==> src/tma_pkg.sv <==
// Shared constants and types for the ticket mutex arbiter.
// Used by tma_cell and ticket_mutex_arbiter_core; no dependencies.
package tma_pkg;

    // default sizes
    localparam int MAX_REQUESTERS_DEF = 16;
    localparam int TICKET_BITS_DEF    = 8;

    // fixed field widths on the ports
    localparam int ID_W     = 5;
    localparam int TKO_W    = 8;
    localparam int STATUS_W = 2;
    localparam int CFG_W    = 5;

    localparam logic [CFG_W-1:0] CFG_RESET = CFG_W'(16);

    // action codes
    localparam logic ACT_ACQUIRE = 1'b0;
    localparam logic ACT_RELEASE = 1'b1;

    // result status codes
    typedef enum logic [STATUS_W-1:0] {
        ST_OK      = 2'd0,
        ST_HELD    = 2'd1,
        ST_NO_TKT  = 2'd2,
        ST_BAD_ID  = 2'd3
    } t_status;

endpackage

==> src/tma_cell.sv <==
// One requester cell of the arbiter: holds that requester's ticket and one
// stage of the oldest-ticket search chain. Depends on tma_pkg.
module tma_cell #(
    parameter int MAX_REQUESTERS = tma_pkg::MAX_REQUESTERS_DEF,
    parameter int TICKET_BITS    = tma_pkg::TICKET_BITS_DEF,
    parameter int IDX            = 0,
    parameter int OWN_W          = $clog2(MAX_REQUESTERS + 1),
    parameter int CNT_W          = 5
) (
    input  logic                   i_clk,
    input  logic                   i_rst_n,
    // ticket update
    input  logic                   i_wr_en,
    input  logic [TICKET_BITS-1:0] i_wr_ticket,
    input  logic [CNT_W-1:0]       i_eff_count,
    input  logic [TICKET_BITS-1:0] i_next_ticket,
    output logic                   o_held,
    // search record from the previous cell
    input  logic                   i_found,
    input  logic [OWN_W-1:0]       i_best_id,
    input  logic [TICKET_BITS-1:0] i_best_tk,
    input  logic [TICKET_BITS-1:0] i_best_age,
    // search record to the next cell
    output logic                   o_found,
    output logic [OWN_W-1:0]       o_best_id,
    output logic [TICKET_BITS-1:0] o_best_tk,
    output logic [TICKET_BITS-1:0] o_best_age
);

    localparam logic [CNT_W-1:0] MY_NUM = CNT_W'(IDX + 1);

    logic [TICKET_BITS-1:0] r_held;
    logic                   r_found;
    logic [OWN_W-1:0]       r_best_id;
    logic [TICKET_BITS-1:0] r_best_tk;
    logic [TICKET_BITS-1:0] r_best_age;

    logic                   active;
    logic [TICKET_BITS-1:0] age;
    logic                   take;

    // age counted back from next ticket, modulo 2^B-1 (ticket 0 unused)
    always_comb begin
        active = (MY_NUM <= i_eff_count);
        age    = i_next_ticket - r_held;
        if (i_next_ticket < r_held) begin
            age = age - TICKET_BITS'(1);
        end
        // strictly older wins, so the lower id keeps a tie
        take = active && (r_held != '0) && (!i_found || (age > i_best_age));
    end

    // stored ticket
    always_ff @(posedge i_clk) begin
        if (!i_rst_n) begin
            r_held <= '0;
        end else if (i_wr_en) begin
            r_held <= i_wr_ticket;
        end
    end

    // search stage
    always_ff @(posedge i_clk) begin
        if (!i_rst_n) begin
            r_found <= 1'b0;
        end else begin
            r_found <= i_found || take;
        end
        if (take) begin
            r_best_id  <= OWN_W'(IDX + 1);
            r_best_tk  <= r_held;
            r_best_age <= age;
        end else begin
            r_best_id  <= i_best_id;
            r_best_tk  <= i_best_tk;
            r_best_age <= i_best_age;
        end
    end

    assign o_held     = (r_held != '0);
    assign o_found    = r_found;
    assign o_best_id  = r_best_id;
    assign o_best_tk  = r_best_tk;
    assign o_best_age = r_best_age;

endmodule

==> src/ticket_mutex_arbiter_core.sv <==
// Top level of the ticket mutex arbiter: request decode, ticket counter,
// control sequencer and a chain of tma_cell. Depends on tma_pkg, tma_cell.
//
// Usage: each input word is one request. tuser carries the action (acquire
// or release), tdata the 1-based requester id. Every request returns one
// result word: current owner, owner's ticket, the ticket just issued, and
// a status code in tuser. The config channel sets how many requesters are
// in use; write it only while no request is in flight.
// The ticket table and counter are updated on the accepting edge; the
// oldest-ticket search then ripples one cell per cycle through the
// MAX_REQUESTERS cells. One request is processed at a time: the input is
// not ready again until the search for the last one has finished.
// A finished result sits in the output register; a new request is taken
// while it waits. If the receiver stalls long enough for the next search to
// finish too, that result is held inside and the input stays not ready.
// Reset (synchronous, active low) clears all tickets, sets the next ticket
// to 1 and the requester count to 16.
module ticket_mutex_arbiter_core #(
    parameter int MAX_REQUESTERS = tma_pkg::MAX_REQUESTERS_DEF,
    parameter int TICKET_BITS    = tma_pkg::TICKET_BITS_DEF
) (
    input  logic                      i_clk,
    input  logic                      i_rst_n,
    // request stream
    input  logic                      i_s_axis_tvalid,
    output logic                      o_s_axis_tready,
    input  logic [7:0]                i_s_axis_tdata,   // [4:0] requester
    input  logic                      i_s_axis_tuser,   // [0] action
    // result stream
    output logic                      o_m_axis_tvalid,
    input  logic                      i_m_axis_tready,
    output logic [23:0]               o_m_axis_tdata,   // [4:0] owner,
                                                        // [12:5] owner_ticket,
                                                        // [20:13] issued_ticket
    output logic [1:0]                o_m_axis_tuser,   // [1:0] status
    // config write
    input  logic                      i_cfg_valid,
    output logic                      o_cfg_ready,
    input  logic [tma_pkg::CFG_W-1:0] i_cfg_data       // requesters_in_use
);

    localparam int OWN_W  = $clog2(MAX_REQUESTERS + 1);
    localparam int CNT_W0 = $clog2(MAX_REQUESTERS + 1);
    localparam int CNT_W  = (CNT_W0 > tma_pkg::ID_W) ? CNT_W0 : tma_pkg::ID_W;
    localparam int TKX_W  = (TICKET_BITS > tma_pkg::TKO_W) ? TICKET_BITS : tma_pkg::TKO_W;
    localparam int SCN_W  = $clog2(MAX_REQUESTERS + 1);
    localparam logic [SCN_W-1:0] SCAN_LAST = SCN_W'(MAX_REQUESTERS);
    localparam logic [CNT_W-1:0] MAX_CNT   = CNT_W'(MAX_REQUESTERS);

    typedef enum logic [1:0] {
        S_IDLE,
        S_SCAN,
        S_HOLD
    } t_state;

    t_state                    r_state;
    logic [SCN_W-1:0]          r_scan_cnt;
    logic [tma_pkg::CFG_W-1:0] r_cfg;
    logic [TICKET_BITS-1:0]    r_next_ticket;
    logic [tma_pkg::TKO_W-1:0] r_issued;
    tma_pkg::t_status          r_status;
    logic                      r_out_valid;
    logic [23:0]               r_out_data;
    logic [1:0]                r_out_user;

    // chain wiring: index k feeds cell k
    logic                   ch_found [MAX_REQUESTERS+1];
    logic [OWN_W-1:0]       ch_id    [MAX_REQUESTERS+1];
    logic [TICKET_BITS-1:0] ch_tk    [MAX_REQUESTERS+1];
    logic [TICKET_BITS-1:0] ch_age   [MAX_REQUESTERS+1];

    logic [MAX_REQUESTERS-1:0] hit;
    logic [MAX_REQUESTERS-1:0] held;
    logic [MAX_REQUESTERS-1:0] wr_en;

    logic                   accept;
    logic [CNT_W-1:0]       req_id;
    logic [CNT_W-1:0]       cfg_ext;
    logic [CNT_W-1:0]       eff_count;
    logic                   hit_held;
    tma_pkg::t_status       req_status;
    logic [TICKET_BITS-1:0] wr_ticket;
    logic [TICKET_BITS-1:0] next_inc;
    logic [TKX_W-1:0]       issued_ext;
    logic [TKX_W-1:0]       owner_tk_ext;
    logic [CNT_W-1:0]       owner_ext;
    logic [23:0]            result_data;
    logic                   out_free;
    logic                   load_out;

    assign o_cfg_ready     = 1'b1;
    assign o_s_axis_tready = (r_state == S_IDLE);
    assign accept          = i_s_axis_tvalid && o_s_axis_tready;
    assign out_free        = !r_out_valid || i_m_axis_tready;

    // result ready to move into the output register
    assign load_out = out_free && (((r_state == S_SCAN) && (r_scan_cnt == SCAN_LAST))
                                   || (r_state == S_HOLD));

    // request decode and status
    always_comb begin
        req_id    = CNT_W'(i_s_axis_tdata[tma_pkg::ID_W-1:0]);
        cfg_ext   = CNT_W'(r_cfg);
        eff_count = (cfg_ext < MAX_CNT) ? cfg_ext : MAX_CNT;
        hit_held  = |(hit & held);
        if ((req_id == '0) || (req_id > eff_count)) begin
            req_status = tma_pkg::ST_BAD_ID;
        end else if (i_s_axis_tuser == tma_pkg::ACT_ACQUIRE) begin
            req_status = hit_held ? tma_pkg::ST_HELD : tma_pkg::ST_OK;
        end else begin
            req_status = hit_held ? tma_pkg::ST_OK : tma_pkg::ST_NO_TKT;
        end
        wr_ticket = (i_s_axis_tuser == tma_pkg::ACT_ACQUIRE) ? r_next_ticket : '0;
        next_inc  = (r_next_ticket == '1) ? TICKET_BITS'(1)
                                          : r_next_ticket + TICKET_BITS'(1);
        if ((req_status == tma_pkg::ST_OK) && (i_s_axis_tuser == tma_pkg::ACT_ACQUIRE)) begin
            issued_ext = TKX_W'(r_next_ticket);
        end else begin
            issued_ext = '0;
        end
    end

    // per-cell address match and write strobe
    always_comb begin
        for (int i = 0; i < MAX_REQUESTERS; i++) begin
            hit[i]   = (req_id == CNT_W'(i + 1));
            wr_en[i] = accept && (req_status == tma_pkg::ST_OK) && hit[i];
        end
    end

    // search seed: nothing found yet
    assign ch_found[0] = 1'b0;
    assign ch_id[0]    = '0;
    assign ch_tk[0]    = '0;
    assign ch_age[0]   = '0;

    for (genvar g = 0; g < MAX_REQUESTERS; g++) begin : g_cell
        tma_cell #(
            .MAX_REQUESTERS (MAX_REQUESTERS),
            .TICKET_BITS    (TICKET_BITS),
            .IDX            (g),
            .OWN_W          (OWN_W),
            .CNT_W          (CNT_W)
        ) u_cell (
            .i_clk         (i_clk),
            .i_rst_n       (i_rst_n),
            .i_wr_en       (wr_en[g]),
            .i_wr_ticket   (wr_ticket),
            .i_eff_count   (eff_count),
            .i_next_ticket (r_next_ticket),
            .o_held        (held[g]),
            .i_found       (ch_found[g]),
            .i_best_id     (ch_id[g]),
            .i_best_tk     (ch_tk[g]),
            .i_best_age    (ch_age[g]),
            .o_found       (ch_found[g+1]),
            .o_best_id     (ch_id[g+1]),
            .o_best_tk     (ch_tk[g+1]),
            .o_best_age    (ch_age[g+1])
        );
    end

    // result word from the end of the chain
    always_comb begin
        owner_ext    = ch_found[MAX_REQUESTERS] ? CNT_W'(ch_id[MAX_REQUESTERS]) : '0;
        owner_tk_ext = ch_found[MAX_REQUESTERS] ? TKX_W'(ch_tk[MAX_REQUESTERS]) : '0;
        result_data  = {3'b000, r_issued, owner_tk_ext[tma_pkg::TKO_W-1:0],
                        owner_ext[tma_pkg::ID_W-1:0]};
    end

    // config register and ticket counter
    always_ff @(posedge i_clk) begin
        if (!i_rst_n) begin
            r_cfg         <= tma_pkg::CFG_RESET;
            r_next_ticket <= TICKET_BITS'(1);
        end else begin
            if (i_cfg_valid && o_cfg_ready) begin
                r_cfg <= i_cfg_data;
            end
            if (accept && (req_status == tma_pkg::ST_OK)
                    && (i_s_axis_tuser == tma_pkg::ACT_ACQUIRE)) begin
                r_next_ticket <= next_inc;
            end
        end
    end

    // sequencer and output register
    always_ff @(posedge i_clk) begin
        if (!i_rst_n) begin
            r_state     <= S_IDLE;
            r_scan_cnt  <= '0;
            r_out_valid <= 1'b0;
        end else begin
            if (load_out) begin
                r_out_valid <= 1'b1;
                r_out_data  <= result_data;
                r_out_user  <= r_status;
            end else if (i_m_axis_tready) begin
                r_out_valid <= 1'b0;
            end
            unique case (r_state)
                S_IDLE: begin
                    if (accept) begin
                        r_state    <= S_SCAN;
                        r_scan_cnt <= '0;
                        r_issued   <= issued_ext[tma_pkg::TKO_W-1:0];
                        r_status   <= req_status;
                    end
                end
                S_SCAN: begin
                    if (r_scan_cnt != SCAN_LAST) begin
                        r_scan_cnt <= r_scan_cnt + SCN_W'(1);
                    end else if (out_free) begin
                        r_state <= S_IDLE;
                    end else begin
                        r_state <= S_HOLD;
                    end
                end
                S_HOLD: begin
                    // chain output stays stable while the table is unchanged
                    if (out_free) begin
                        r_state <= S_IDLE;
                    end
                end
                default: begin
                    r_state <= S_IDLE;
                end
            endcase
        end
    end

    assign o_m_axis_tvalid = r_out_valid;
    assign o_m_axis_tdata  = r_out_data;
    assign o_m_axis_tuser  = r_out_user;

endmodule

==> config.mk <==
export PLATFORM = sky130hd
export DESIGN_NAME = ticket_mutex_arbiter_core
export DESIGN_NICKNAME = d
export VERILOG_FILES = /design/src/tma_pkg.sv /design/src/tma_cell.sv /design/src/ticket_mutex_arbiter_core.sv
export SDC_FILE = /design/constraint.sdc
export NUM_CORES = 1
export LEC_CHECK = 0
export ABC_AREA = 1
export BUFFER_PORTS_ARGS = -buffer_cell sky130_fd_sc_hd__buf_2
export CAP_MARGIN = 5
export CORE_UTILIZATION = 50
export CTS_BUF_LIST = sky130_fd_sc_hd__clkbuf_4
export DETAILED_ROUTE_END_ITERATION = 10
export GPL_TIMING_DRIVEN = 0
export PLACE_DENSITY = 0.66
export SYNTH_ARGS = -nofsm -noshare
export SYNTH_HDL_FRONTEND = slang
export SYNTH_HIERARCHICAL = 1
export SYNTH_SLANG_ARGS = --single-unit
==> constraint.sdc <==
create_clock -name i_clk -period 11.3 [get_ports i_clk]
set_input_delay 0 -clock i_clk [delete_from_list [all_inputs] [get_ports i_clk]]
set_output_delay 0 -clock i_clk [all_outputs]
set_load 0.01 [all_outputs]
# --- After elaboration in Yosys (flattened, before gate mapping) ---
# Index checks and enable logic that the tools add are counted.
classes:
  n_bitwise: 2
  eq_ne: 25
  n_mux: 63
  n_addsub: 34
  n_reduce_logical: 128
  n_lt_le_gt_ge: 49
op_table:
  columns: ["operator", "n"]
  rows:
  - ["$mux W8", 47]
  - ["$lt A8 B8 Y1", 16]
  - ["$reduce_bool A8 Y1", 16]
  - ["$sub A8 B1 Y8 const B", 16]
  - ["$sub A8 B8 Y8", 16]
  - ["$gt A8 B8 Y1", 15]
  - ["$logic_and A1 B1 Y1", 53]
  - ["$eq A5 B4 Y1 const B", 8]
  - ["$le A4 B5 Y1 const A", 8]
  - ["$logic_or A1 B1 Y1", 33]
  - ["$eq A5 B3 Y1 const B", 4]
  - ["$le A3 B5 Y1 const A", 4]
  - ["$and A16 B16 Y16", 1]
  - ["$logic_not A1 Y1", 16]
  - ["$reduce_or A16 Y1", 1]
  - ["$mux W5", 3]
  - ["$mux W2", 7]
  - ["$eq A5 B2 Y1 const B", 2]
  - ["$eq A5 B5 Y1 const B", 2]
  - ["$le A2 B5 Y1 const A", 2]
  - ["$pmux W5 S2", 1]
  - ["$reduce_and A3 Y1", 3]
  - ["$add A8 B1 Y8 const B", 1]
  - ["$eq A8 B8 Y1 const B", 1]
  - ["18 further kinds", 25]
totals:
  reg_bits: 500
  output_inout_bits: 29

# --- Logic depth before layout (Yosys ltp) ---
# Gate-level depths: netlist of run 1.
depth:
  word_depth: 9
  ltp_mapped: 26

# --- By module ---
# Netlist of run 1, hierarchy kept.
modules_own_cells:
  columns: ["module", "area_each_um2", "instances", "seq_area_each_um2", "cells_per_inst"]
  rows:
  - ["ticket_mutex_arbiter_core", 2927.8, 1, 1411.4, 344]
  - ["tma_cell (g_cell[5].u_cell)", 1931.9, 1, 600.6, 259]
  - ["tma_cell (g_cell[10].u_cell)", 1926.8, 1, 600.6, 270]
  - ["tma_cell (g_cell[14].u_cell)", 1926.8, 1, 600.6, 269]
  - ["tma_cell (g_cell[8].u_cell)", 1913.1, 1, 600.6, 274]
  - ["tma_cell (g_cell[15].u_cell)", 1898.1, 1, 600.6, 266]
  - ["tma_cell (g_cell[0].u_cell)", 1889.3, 1, 600.6, 270]
  - ["tma_cell (g_cell[2].u_cell)", 1874.3, 1, 600.6, 264]
  - ["tma_cell (g_cell[6].u_cell)", 1869.3, 1, 600.6, 264]
  - ["tma_cell (g_cell[12].u_cell)", 1866.8, 1, 600.6, 264]
  - ["tma_cell (g_cell[7].u_cell)", 1864.3, 1, 600.6, 263]
  - ["tma_cell (g_cell[13].u_cell)", 1861.8, 1, 600.6, 261]
  - ["tma_cell (g_cell[3].u_cell)", 1860.5, 1, 600.6, 260]
  - ["tma_cell (g_cell[11].u_cell)", 1856.8, 1, 600.6, 263]
  - ["3 more rows", null, null, null, null]

# --- Worst setup path after synthesis of run 1 ---
# OpenSTA, ideal clock, no wires.
synth_timing:
  kind: "reg2reg"
  from: "register r_next_ticket[1]"
  to: "register g_cell[5].u_cell.r_best_age[0]"
  stages_incl_launch_ff: 21
  arrival_time_ps: 3443
  path_slack_ps: 7737
  required_time_ps: 11179
  path_cell_list: "dfxtp_1 > inv_1 > fa_1 > nand2_1 > a21oi_1 > nand3_2 > nor2_4 > nand3_1 > nand2_1 > nand2_2 > ha_1 > nand2_1 > nor2_1 > nand2_1 > nand2_1 > nand2_2 > a21oi_4 > inv_2 > buf_6 > nand2_1 > o21ai_2"
synth_via:
  elab_chain_len: 7
synth_rtl:
  columns: ["item", "line", "rtl"]
  rows:
  - ["start, declared", "ticket_mutex_arbiter_core.sv:59", "logic [TICKET_BITS-1:0] r_next_ticket;"]
  - ["start signal, assigned", "ticket_mutex_arbiter_core.sv:182", "r_next_ticket <= next_inc;"]
  - ["$sub A8 B8 Y8", "tma_cell.sv:45", "age = i_next_ticket - r_held;"]
  - ["$sub A8 B1 Y8", "tma_cell.sv:47", "age = age - TICKET_BITS'(1);"]
  - ["$mux W8 (*)", "tma_cell.sv:46", "if (i_next_ticket < r_held) begin"]
  - ["$gt A8 B8 Y1", "tma_cell.sv:50", "take = active && (r_held != '0) && (!i_found || (age > i_best_age));"]
  - ["$logic_or A1 B1 Y1", "tma_cell.sv:50", null]
  - ["$logic_and A1 B1 Y1", "tma_cell.sv:50", null]
  - ["$mux W8 (*)", "tma_cell.sv:69", "if (take) begin"]
  - ["end signal, assigned", "tma_cell.sv:72", "r_best_age <= age;"]
  - ["end signal, assigned", "tma_cell.sv:76", "r_best_age <= i_best_age;"]
  - ["end, declared", "tma_cell.sv:36", "logic [TICKET_BITS-1:0] r_best_age;"]
# Mark *: on every way between the ends. The rest lies on a longest branch, timed or not.
# A chain may end at the register's enable or synchronous reset.

# --- Worst setup path in the final report of run 1 ---
layout_timing:
  from: "register r_cfg, in the netlist cfg_ext[4]"
  to: "register r_next_ticket[3]"
layout_via:
  elab_chain_len: 8
layout_rtl:
  columns: ["item", "line", "rtl"]
  rows:
  - ["start, declared", "ticket_mutex_arbiter_core.sv:58", "logic [tma_pkg::CFG_W-1:0] r_cfg;"]
  - ["start signal, assigned", "ticket_mutex_arbiter_core.sv:174", "r_cfg <= tma_pkg::CFG_RESET;"]
  - ["start signal, assigned", "ticket_mutex_arbiter_core.sv:178", "r_cfg <= i_cfg_data;"]
  - ["$lt A5 B5 Y1", "ticket_mutex_arbiter_core.sv:104", "eff_count = (cfg_ext < MAX_CNT) ? cfg_ext : MAX_CNT;"]
  - ["$mux W5 (*)", "ticket_mutex_arbiter_core.sv:104", null]
  - ["$gt A5 B5 Y1 (*)", "ticket_mutex_arbiter_core.sv:106", "if ((req_id == '0) || (req_id > eff_count)) begin"]
  - ["$logic_or A1 B1 Y1 (*)", "ticket_mutex_arbiter_core.sv:106", null]
  - ["$mux W2 (*)", "ticket_mutex_arbiter_core.sv:106", null]
  - ["$logic_not A2 Y1 (*)", "ticket_mutex_arbiter_core.sv:180", "if (accept && (req_status == tma_pkg::ST_OK)"]
  - ["$logic_and A1 B1 Y1 (*)", "ticket_mutex_arbiter_core.sv:180", null]
  - ["$logic_and A1 B1 Y1 (*)", "ticket_mutex_arbiter_core.sv:181", "&& (i_s_axis_tuser == tma_pkg::ACT_ACQUIRE)) begin"]
# Marked as above.

==> impl_metrics.ini, run 1 <==
[run_status]
status = complete, no violations

[die]
placementRows = 93
io_pins = 48
start_util_pct = 50.75
fp.dieW_um = 258.0
core_area_um2 = 64580
dieArea_um2 = 66570
die_h_um = 258.0

[critical_path]
r2r_start = cfg_ext[4]
endpoint_kind = flop
cpLargestDelayFamily = buffers and inverters
path_cells = inv_1 > ha_1 > a21oi_1 > dlygate4sd3_1 > o211ai_1 > dlygate4sd3_1 > a21oi_4 > dlygate4sd3_1 > nand3_4 > nor2_4 > dlygate4sd3_1 > nand2_1 > a21oi_1 > dlygate4sd3_1
cp_max_fo = 18
slowest_stage = dfxtp_1
r2r_slack_ps = 5550
required_ps = 12260
critical_path_class = flop to flop
r2r_end = r_next_ticket[3]
cp_data_arrival_time_ps = 6720
cp-start-kind = flop
crit_top_cell = dlygate4sd3_1
slowest_delay_ps = 910
path_depth = 14
critPathBufInv = 6
ff2ff_path_depth = 14

[route]
route.detailed.drc = 0
dr.pass1.iters = 6
viasPerCell = 4.983
drtAntennaViolNets = 0
vias = 28850
wl_um = 87290
drt-wirelength-per-cell_um = 15.08
drt-initial-drc-count = 1731

[final_layout]
layout-drive-gt1-share_pct = 15.48
fin_util_pct = 56.95
final.fill_count = 6162
final_net_count = 5138
area_growth_syn_to_layout_pct = 12.22
fin_area_um2 = 36780
instances_no_fill = 5789

[timing]
whs_ps = 136.8
slew_viol_final = 0
slew_headroom_pct = 29.60
worst_pin_slew_ps = 1052
rsz0062_at_grt = false
tns_ps = 0
clock_skew_ps = 77.94
setup_viol = 0
min_period_ps = 5753
hold_violations = 0
post-route-period-util_pct = 50.91
max_freq_ghz = 0.1738

[flow_run]
drv_cap = 0

[grt]
grt_pass1_vias = 27580
antenna_found_initial = 4
grt_max_degree = 80
track_usage_pct = 26.42
grt_pass1_wl_um = 139300
grt.overflow.total = 0

[clock_network]
cts_tree = done
cts-root-buf = clkbuf_4
cts_made_buffers = 142
post-cts-setup-buffers = 0
clkSinkCount = 526
clk_latency_ps = 1020
cts_max_path_buffers = 3
clk_pin_slew_ps = 70
htreeDepth = 4

[power_and_ir_drop]
intPower_mw = 3.366
ir_worst_vdd_uv = 108.0
switchingPower_mw = 1.500
combPwrFrac_pct = 20.3
powerDensity_nw_per_um2 = 132.3
clkPwrFrac_pct = 35.3
p_leak_nw = 19.45
pwr-share-seq_pct = 44.4
netSwitchingFraction_pct = 30.83

[yosys]
synth_warnings = 6
synthCells = 4549
avgSynthCellArea_um2 = 7.204
synth_area_um2 = 32770

[place]
placement.cell_area_um2 = 34500
dp.cells = 5489
place_congestion = 0.8919
post-dp-hpwl_um = 65430
io_buffers = 40

[min_path]
min_path_cells = 5
whs_endpoint = r_status[1]
worstHoldStart = i_s_axis_tuser
hold_class = primary input to flop
==> power groups by stage <==
stage          Combinational (mW)  Clock, mW  Sequential [mW]
6_report                    0.987       1.72             2.16
5_1_grt                      1.14       1.86             2.18
4_1_cts                     0.987       1.76             2.16
3_5_place_dp                0.966          0             2.20
3_3_place_gp                0.944          0             2.21
2_1_floorplan               0.747          0             2.16
==> metal layers <==
layer  vias to the layer above  global-route usage (%)  wire [um]
met2                       666                   45.71      41560
li1                      15070                       -          -
met5                         -                       0          0
met3                       181                   4.309       4397
met4                         0                   12.13       3283
met1                     12940                   32.00      38050
==> state kept, by name (all words and copies together) (netlist names) <==
name,count
o_m_axis_tuser,2
g_cell.u_cell/r_held,128
o_m_axis_tvalid,1
r_state,2
g_cell.u_cell/o_best_tk,128
r_scan_cnt,5
r_status,2
g_cell.u_cell/o_best_age,120
cfg_ext,5
r_issued,8
g_cell.u_cell/o_best_id,80
o_m_axis_tdata,21
g_cell.u_cell/o_found,16
r_next_ticket,8
==> how the worst max path moves through the flow <==
stage                      from                              to  slack, ps
3_5_place_dp   r_next_ticket[0]   g_cell[9].u_cell/o_best_tk[3]       7060
3_3_place_gp            i_rst_n               o_m_axis_tdata[2]       5750
5_1_grt              cfg_ext[4]                r_next_ticket[3]       5350
6_report             cfg_ext[4]                r_next_ticket[3]       5550
4_1_cts              cfg_ext[4]                r_next_ticket[3]       5690
2_1_floorplan  r_next_ticket[1]  g_cell[5].u_cell/o_best_age[0]       7740
==> worst min-delay path, delay by kind of cell <==
| kind | cells | cell delay (ps) |
|---|---|---|
| and+or+nand+nor | 2 | 220 |
| buffers and inverters | 3 | 830 |
==> cells in the final DEF, fill, tap and decap left out, types with 33 or more instances in the layout <==
cell           count
nand4_1           76
nor2_4            46
a21oi_1          233
o21ai_1           68
o21ai_0          251
conb_1            34
inv_2             51
nand3_2           48
clkbuf_4         203
nand2_1         1173
ha_1             280
nor2_1           256
nand3_1          242
dfxtp_1          485
inv_1            747
nand2_2          128
buf_2             66
dlygate4sd3_1     45
edfxtp_1          33
==> final cells by class <==
type                    instances  area, um2  share of cell area [%]
multi-input cells            3185      18590                   50.54
flip-flops and latches        526      10870                   29.56
inverters                     792       2975                   8.090
clock buffers                 203       1524                   4.144
well taps                     855       1070                   2.909
repair buffers                 98      928.4                   2.524
plain buffers                  78      515.5                   1.402
clock inverters                46      294.0                  0.7995
diodes                          6      15.01                 0.04082
==> repair_timing <==
action                    CTS  global route
gates resized for setup     0             0
hold endpoints to repair  208             0
hold buffers               45             0
==> metrics by stage <==
step | power (mW) | setup slack (ps)
finish | 4.866 | 5547
global route | 5.175 | 5347
CTS | 4.910 | 5688
detailed placement | 3.169 | 7063
global placement | 3.150 | 5752
floorplan | 2.905 | 7737
(Power assumes the default switching activity.)
==> inputs of run 2 (changes only) <==
clock period = 5.6 ns   (was 11.3 ns; I/O delays follow)
==> run 2 against run 1 <==
Sequential cell count is the same. Combinational power increased by 100%. Maximum frequency up 13%. Cell area barely moved. Clock skew up 10 ps. Non-clock buffer count increased by 2. Sequential power rose by 100%. Core utilization barely moved.
==> impl_metrics.ini, run 2 (synthesis gave the netlist of run 1 again) <==
[clock_network]
holdBufCountCts = 47
cts_tree = done
cts_resized = 0
clk_pin_slew_ps = 80
cts-root-buf = clkbuf_4
cts_max_path_buffers = 3
htreeDepth = 4
clkSinkCount = 526
post-cts-setup-buffers = 0
clk_latency_ps = 1040
cts_made_buffers = 142

[critical_path]
endpoint_kind = flop
critical_path_class = flop to flop
required_ps = 6580
cp_max_fo = 18
cp-start-kind = flop
cp_data_arrival_time_ps = 6070

[timing]
post-route-period-util_pct = 90.83
clock_skew_ps = 88.34
whs_ps = 126.8
worst_pin_slew_ps = 1120
hold_violations = 0
tns_ps = 0
setup_viol = 0
rsz0062_at_grt = false
slew_headroom_pct = 25.03
min_period_ps = 5087
max_freq_ghz = 0.1966
slew_viol_final = 0

[final_layout]
area_growth_syn_to_layout_pct = 12.29
layout-drive-gt1-share_pct = 15.48
final.fill_count = 6161
instances_no_fill = 5792
final_common_cell = nand2_1
final_cell_mix = 1173 x nand2_1, 747 x inv_1, 485 x dfxtp_1
final_net_count = 5140

[die]
die_h_um = 258.0
core_area_um2 = 64580
dieArea_um2 = 66570
placementRows = 93
start_util_pct = 50.75
fp.dieW_um = 258.0
io_pins = 48

[route]
route.detailed.drc = 0
viasPerCell = 4.968
drt-wirelength-per-cell_um = 15.07
wl_um = 87280
drtAntennaViolNets = 0
drt-initial-drc-count = 1705
dr.pass1.iters = 6
vias = 28770

[place]
post-dp-hpwl_um = 65430
io_buffers = 40
place_congestion = 0.8919
dp.cells = 5489

[power_and_ir_drop]
clkPwrFrac_pct = 35.4
ir_worst_vdd_uv = 218.3
intPower_mw = 6.794
pwr-share-seq_pct = 44.3
switchingPower_mw = 3.037
power.total_mw = 9.831
p_leak_nw = 19.46
combPwrFrac_pct = 20.3
powerDensity_nw_per_um2 = 267.1
netSwitchingFraction_pct = 30.89

[grt]
grt_max_degree = 80
grt.overflow.total = 0
grt_pass1_vias = 27580
antenna_found_initial = 4
track_usage_pct = 26.44
grt_pass1_wl_um = 139300

[flow_run]
drv_cap = 0

[min_path]
hold_class = primary input to flop

[run_status]
status = complete, no violations
==> run 2: cell types whose count changed in the layout (fill, tap and decap cells not counted) <==
cell	delta
dlygate4sd3_1	+2
diode_2	+1
==> run 2: layer usage <==
| layer | global-route usage [%] | vias to the layer above | routed length [um] |
|---|---|---|---|
| li1 | - | 15070 | - |
| met3 | 4.574 | 189 | 4690 |
| met5 | 0 | - | 0 |
| met1 | 31.96 | 12840 | 37850 |
| met4 | 11.82 | 0 | 3350 |
| met2 | 45.77 | 674 | 41390 |
==> run 2: cell type report <==
| class | count | area [um2] | share of cell area (%) |
|---|---|---|---|
| Buffer | 78 | 515.5 | 1.401 |
| Timing Repair Buffer | 100 | 948.4 | 2.577 |
| Sequential cell | 526 | 10870 | 29.54 |
| Clock inverter | 46 | 294.0 | 0.7990 |
| Antenna cell | 7 | 17.52 | 0.04760 |
| Multi-Input combinational cell | 3185 | 18590 | 50.51 |
| Clock buffer | 203 | 1524 | 4.141 |
| Inverter | 792 | 2975 | 8.085 |
| Tap cell | 855 | 1070 | 2.907 |
==> run 2: power by group through the flow <==
stage | Sequential [mW] | Combinational (mW) | Clock (mW)
detailed placement | 4.45 | 1.95 | 0
CTS | 4.36 | 1.99 | 3.55
global route | 4.39 | 2.29 | 3.77
global placement | 4.45 | 1.90 | 0
floorplan | 4.35 | 1.51 | 0
finish | 4.36 | 1.99 | 3.48
==> run 2: worst paths after layout <==
| check | from | to | slack [ps] | depth (start not counted) |
|---|---|---|---|---|
| min reg2reg | g_cell[13].u_cell/o_best_id[3] | g_cell[14].u_cell/o_best_id[3] | 370 | 1 |
| min | i_s_axis_tuser | r_status[1] | 130 | 5 |
| max | cfg_ext[4] | r_next_ticket[3] | 510 | 16 |
| max reg2reg | cfg_ext[4] | r_next_ticket[3] | 510 | 16 |
==> run 2: per-stage QoR <==
| step | util (%) | worst slack [ps] | instance area, um2 |
|---|---|---|---|
| detailed placement | 53.41 | 1363 | 34500 |
| global placement | 52.90 | 52.48 | 34160 |
| floorplan | - | 2037 | 32890 |
| global route | 56.98 | 283.2 | 36800 |
| finish | 56.99 | 513.3 | 36800 |
| CTS | 56.96 | 581.4 | 36780 |
==> run 2: critical path, stage by stage, from the launching register on <==
cell and delay (ps):
dfxtp_1 930, inv_1 280, nand2_1 210, ha_1 270
nand2_1 70, dlygate4sd3_1 550, nor2_1 60, nand2_1 50
o211ai_1 80, dlygate4sd3_1 600, a21oi_4 270, nand3_4 120
nor2_4 90, dlygate4sd3_1 660, nand2_1 70, a21oi_1 140
dlygate4sd3_1 570
